<file path="config.mk">
export PLATFORM = sky130hd
export DESIGN_NAME = mfpa_queue
export DESIGN_NICKNAME = d
export VERILOG_FILES = /design/src/sv/mfpa_pkg.sv /design/src/sv/mfpa_queue.sv
export SDC_FILE = /design/constraint.sdc
export NUM_CORES = 1
export LEC_CHECK = 0
export ABC_AREA = 1
export BUFFER_PORTS_ARGS = -buffer_cell sky130_fd_sc_hd__buf_4
export CORE_MARGIN = 2
export CORE_UTILIZATION = 50
export DETAILED_ROUTE_END_ITERATION = 8
export MAX_ROUTING_LAYER = met4
export PLACE_DENSITY_LB_ADDON = 0.1
export REMOVE_ABC_BUFFERS = 1
export SETUP_SLACK_MARGIN = 0.5
export SLEW_MARGIN = 30
export SYNTH_ARGS = -nofsm -noshare
export SYNTH_HDL_FRONTEND = slang
export SYNTH_SLANG_ARGS = --single-unit
export TNS_END_PERCENT = 100
</file>
<file path="constraint.sdc">
create_clock -name clock -period 4.59 [get_ports clock]
set_clock_uncertainty 0.2 [all_clocks]
set_input_delay 0.2295 -clock clock [delete_from_list [all_inputs] [get_ports clock]]
set_output_delay 0.2295 -clock clock [all_outputs]
set_load 0.02 [all_outputs]
</file>
<file path="src/sv/mfpa_pkg.sv">
// Shared constants, payload types and back-end state type for the frame averager.
`timescale 1ns / 1ps
`default_nettype none

package mfpa_pkg;

   // Default limits, handed down as top-level parameters
   localparam int MAX_PIXELS  = 65536;
   localparam int MAX_IMAGES  = 256;
   localparam int QUEUE_DEPTH = 4;

   // Fixed field widths
   localparam int AVG_W   = 8;
   localparam int INDEX_W = 16;
   localparam int CFG_W   = 17;
   localparam int STEP_W  = $clog2(AVG_W);

   // Register port
   localparam int CSR_DATA_W = 32;
   localparam int CSR_ADDR_W = 2;
   localparam logic [CSR_ADDR_W-1:0] FRAME_PIXELS_ADDR = '0;
   localparam logic [CFG_W-1:0] FRAME_PIXELS_RESET = 17'h10000;

   // One incoming pixel
   typedef struct packed {
      logic [7:0] red;
      logic [7:0] green;
      logic [7:0] blue;
      logic       final_image;
   } pixel_in_type;

   // One averaged pixel
   typedef struct packed {
      logic [AVG_W-1:0]   avg_red;
      logic [AVG_W-1:0]   avg_green;
      logic [AVG_W-1:0]   avg_blue;
      logic [INDEX_W-1:0] pixel_index;
      logic               last;
      logic               forced_last;
   } pixel_out_type;

   // Back-end sequencer
   typedef enum logic [1:0] {
      BK_IDLE,
      BK_SUM,
      BK_DIV,
      BK_HOLD
   } back_state_type;

endpackage

`default_nettype wire

</file>
<file path="src/sv/mfpa_queue.sv">
// Short command queue between the classifying front end and the accumulating back end.
`timescale 1ns / 1ps
`default_nettype none

module mfpa_queue #(
   parameter int  DEPTH     = mfpa_pkg::QUEUE_DEPTH,
   parameter type item_type = logic
) (
   input  wire logic     clock,
   input  wire logic     reset,
   input  wire logic     push_valid,
   output logic          push_ready,
   input  wire item_type push_data,
   output logic          pop_valid,
   input  wire logic     pop_ready,
   output item_type      pop_data
);

   localparam int PTR_W  = (DEPTH > 1) ? $clog2(DEPTH) : 1;
   localparam int FILL_W = $clog2(DEPTH + 1);

   item_type          mem_ff [DEPTH];
   logic [PTR_W-1:0]  wr_ptr_ff, wr_ptr_in;
   logic [PTR_W-1:0]  rd_ptr_ff, rd_ptr_in;
   logic [FILL_W-1:0] fill_ff, fill_in;
   logic              push, pop;

   assign push_ready = (fill_ff != FILL_W'(DEPTH));
   assign pop_valid  = (fill_ff != '0);
   assign push       = push_valid & push_ready;
   assign pop        = pop_valid & pop_ready;
   assign pop_data   = mem_ff[rd_ptr_ff];

   // Advance pointers with wrap and track the fill level
   always_comb begin
      wr_ptr_in = wr_ptr_ff;
      rd_ptr_in = rd_ptr_ff;
      fill_in   = fill_ff;
      if (push) begin
         wr_ptr_in = (wr_ptr_ff == PTR_W'(DEPTH - 1)) ? '0 : wr_ptr_ff + 1'b1;
      end
      if (pop) begin
         rd_ptr_in = (rd_ptr_ff == PTR_W'(DEPTH - 1)) ? '0 : rd_ptr_ff + 1'b1;
      end
      if (push && !pop) begin
         fill_in = fill_ff + 1'b1;
      end else if (pop && !push) begin
         fill_in = fill_ff - 1'b1;
      end
   end

   always_ff @(posedge clock) begin
      if (reset) begin
         wr_ptr_ff <= '0;
         rd_ptr_ff <= '0;
         fill_ff   <= '0;
      end else begin
         wr_ptr_ff <= wr_ptr_in;
         rd_ptr_ff <= rd_ptr_in;
         fill_ff   <= fill_in;
      end
   end

   // Store pushed commands
   always_ff @(posedge clock) begin
      if (push) begin
         mem_ff[wr_ptr_ff] <= push_data;
      end
   end

endmodule

`default_nettype wire

</file>
==> reports/summary.txt <==
CTS Buffer Depth = 2
busiest grt layer = met2
# setup viols final = 0
dpl ws = 2.57 ns
layout cells sized above 1 = 19.6%
largest net degree at the start of global routing = 8
r2r setup slk = 2.54 ns
share of Yosys cell area claimed by the top area cell type = 26.5%
Yosys top cell by area = dfxtp_1
critical-path maximum fanout = 7
Ys Warns = 0
DIE WIDTH = 40.9 µm
fin crit period = 2.05 ns
Post CTS Setup Buffer Count = 0
Worst Slack Setup Final = 2.54 ns
core box area = 1280 µm²
vias in the first global route = 484
post-route ant nets = 0
drt wl/cell = 10.8 µm
first-pass GRT wire length = 1790 µm
Fillers = 119
PwrDens = 620 nW/µm²
drt first pass iters = 3
DP HPWL = 884 µm
commonest non-fill, non-tap cell in the layout = nor2_1
row count = 13
status = finished, final reports clean
Leak = 0.378 nW
CP Data Arrival Time = 2.07 ns
die area = 1670 µm²
Worst-Margin Slew = 0.236 ns
R2R depth = 12
Final Net Count = 105
FF-to-FF End = fill_ff[2]
worst vdd ir = 0.324 mV
clock sink count = 13
starting DRC count in detailed routing = 1
root buffer cell = clkbuf_4
post-synthesis register bit count = 13
register area share after synthesis = 44.2%
initial core utilization = 52.9%
final hold violation count = 0
HP Class = input pin to flop
Worst setup startpoint = fill_ff[0]
placed cell count = 102
Die Height = 40.9 µm
Area contributors post-synth = dfxtp_1 (27%), edfxtp_1 (18%), ha_1 (11%)
Synth Area per Inst = 8.49 µm²
commonest cells after routing, fill and taps aside = nor2_1 (16), inv_1 (14), nand2_1 (10), dfxtp_1 (9), buf_4 (7)
synth-to-layout area growth = 15.8%
global route total overflow = 0
Post-Layout Cell Count = 107
routed wire length = 1160 µm
unrepaired setup endpoints after global routing = no
critical path type = flop to flop
via count = 506
vias per inst = 4.73
antenna fix cells = 0
Critical Path Sink Type = flop
Slew Viols, Final = 0
cells after synthesis = 80
Hold Path Origin = push_valid
initial antenna violation count = 0
IO Port Bufs = 7
Period Utilization, post-route = 44.6%
met2 Usage GRT = 34.4%
hold path endpoint = wr_ptr_ff[1]
CP Launch Type = flop
slew margin rel. = 84.3%
Placer Congestion = 0.724
Remaining DRCs = 0
CTS Buf Count = 3
clk_lat worst skew = 0.28 ns
Yosys cell types = 17
GR Util met1 = 14.9%
GRT Total Usage = 18.2%
Max Cap Viol = 0
setup TNS = 0 ns
Mapped Area = 679 µm²
num ports = 8
worst path required time = 4.61 ns
Hold Path Depth = 3
Crit Reg-Reg Startpoint = fill_ff[0]
fmax = 0.488 GHz
Reg clk slew, reported paths = 0.08 ns
# H-tree levels = 1
CTS tree = done
met3 Track Usage GR = 6.52%
## area by class of cell
class                      instances  area [µm²]  share of cell area, %
clock buffer                       4        26.3                   3.34
tap                               15        18.8                   2.38
timing repair buffer               8        62.6                   7.95
inverter                          15        56.3                   7.15
multi-input combinational         52         323                   41.0
sequential                        13         300                   38.2
## how the worst max path moves through the flow
| stage | endpoint | cells past startpoint |
|---|---|---|
| global placement | fill_ff[1] | 9 |
| global route | fill_ff[2] | 13 |
| detailed placement | fill_ff[1] | 9 |
| floorplan | fill_ff[1] | 9 |
| finish | fill_ff[2] | 12 |
| CTS | fill_ff[1] | 9 |
## worst max-delay path: stages, from the launching register on
cell	delay, ns
dfxtp_1	0.45
nor2_4	0.09
nand2_4	0.09
nand2_4	0.07
inv_1	0.06
ha_1	0.17
inv_1	0.08
fa_1	0.40
nand2_1	0.11
nand3_1	0.08
nand2_1	0.06
inv_1	0.03
nor2_1	0.08
## metrics by stage
stage               area [µm²]  hold WS [ns]  power [mW]  util (%)
finish                     787        0.0317       0.488      61.2
global route               787        0.0562       0.528      61.2
CTS                        787        0.0330       0.490      61.2
detailed placement         751         0.236       0.417      58.4
global placement           751         0.232       0.400      58.4
floorplan                  679         0.128       0.348         -
## cell usage after synthesis
master / instances
nor2_2: 2
nand2_4: 3
ha_1: 6
nand3b_1: 2
nor2_4: 1
nand2_2: 1
o21ai_0: 5
nand2_1: 10
edfxtp_1: 4
inv_1: 14
fa_1: 1
inv_2: 1
dfxtp_1: 9
nand3_1: 1
nand4_1: 1
a21oi_1: 3
nor2_1: 16
## kinds of logic after synthesis
kind of cell	Yosys count	synth area share [%]
compound gates	8	5.89
buf+inv	15	8.29
flops	13	44.2
simple gates	37	27.6
fa+ha+maj	7	14.0
## power breakdown
group	internal (mW)	leakage, nW	total [mW]	switching, mW
logic	0.0928	0.251	0.231	0.138
clock network	0.0337	0.0150	0.0722	0.0384
registers	0.151	0.111	0.184	0.0329
## layer usage
layer	share of wire, %	up-vias
met5	0	-
met4	2.7	0
met3	3.7	4
met2	51	7
met1	43	225
li1	-	270
## what timing repair did
item,4_1_cts,5_1_grt
endpoints found under the hold margin,4,0
resized for setup,0,0
hold buffers,1,0
Power figures use the tool's default switching activity.
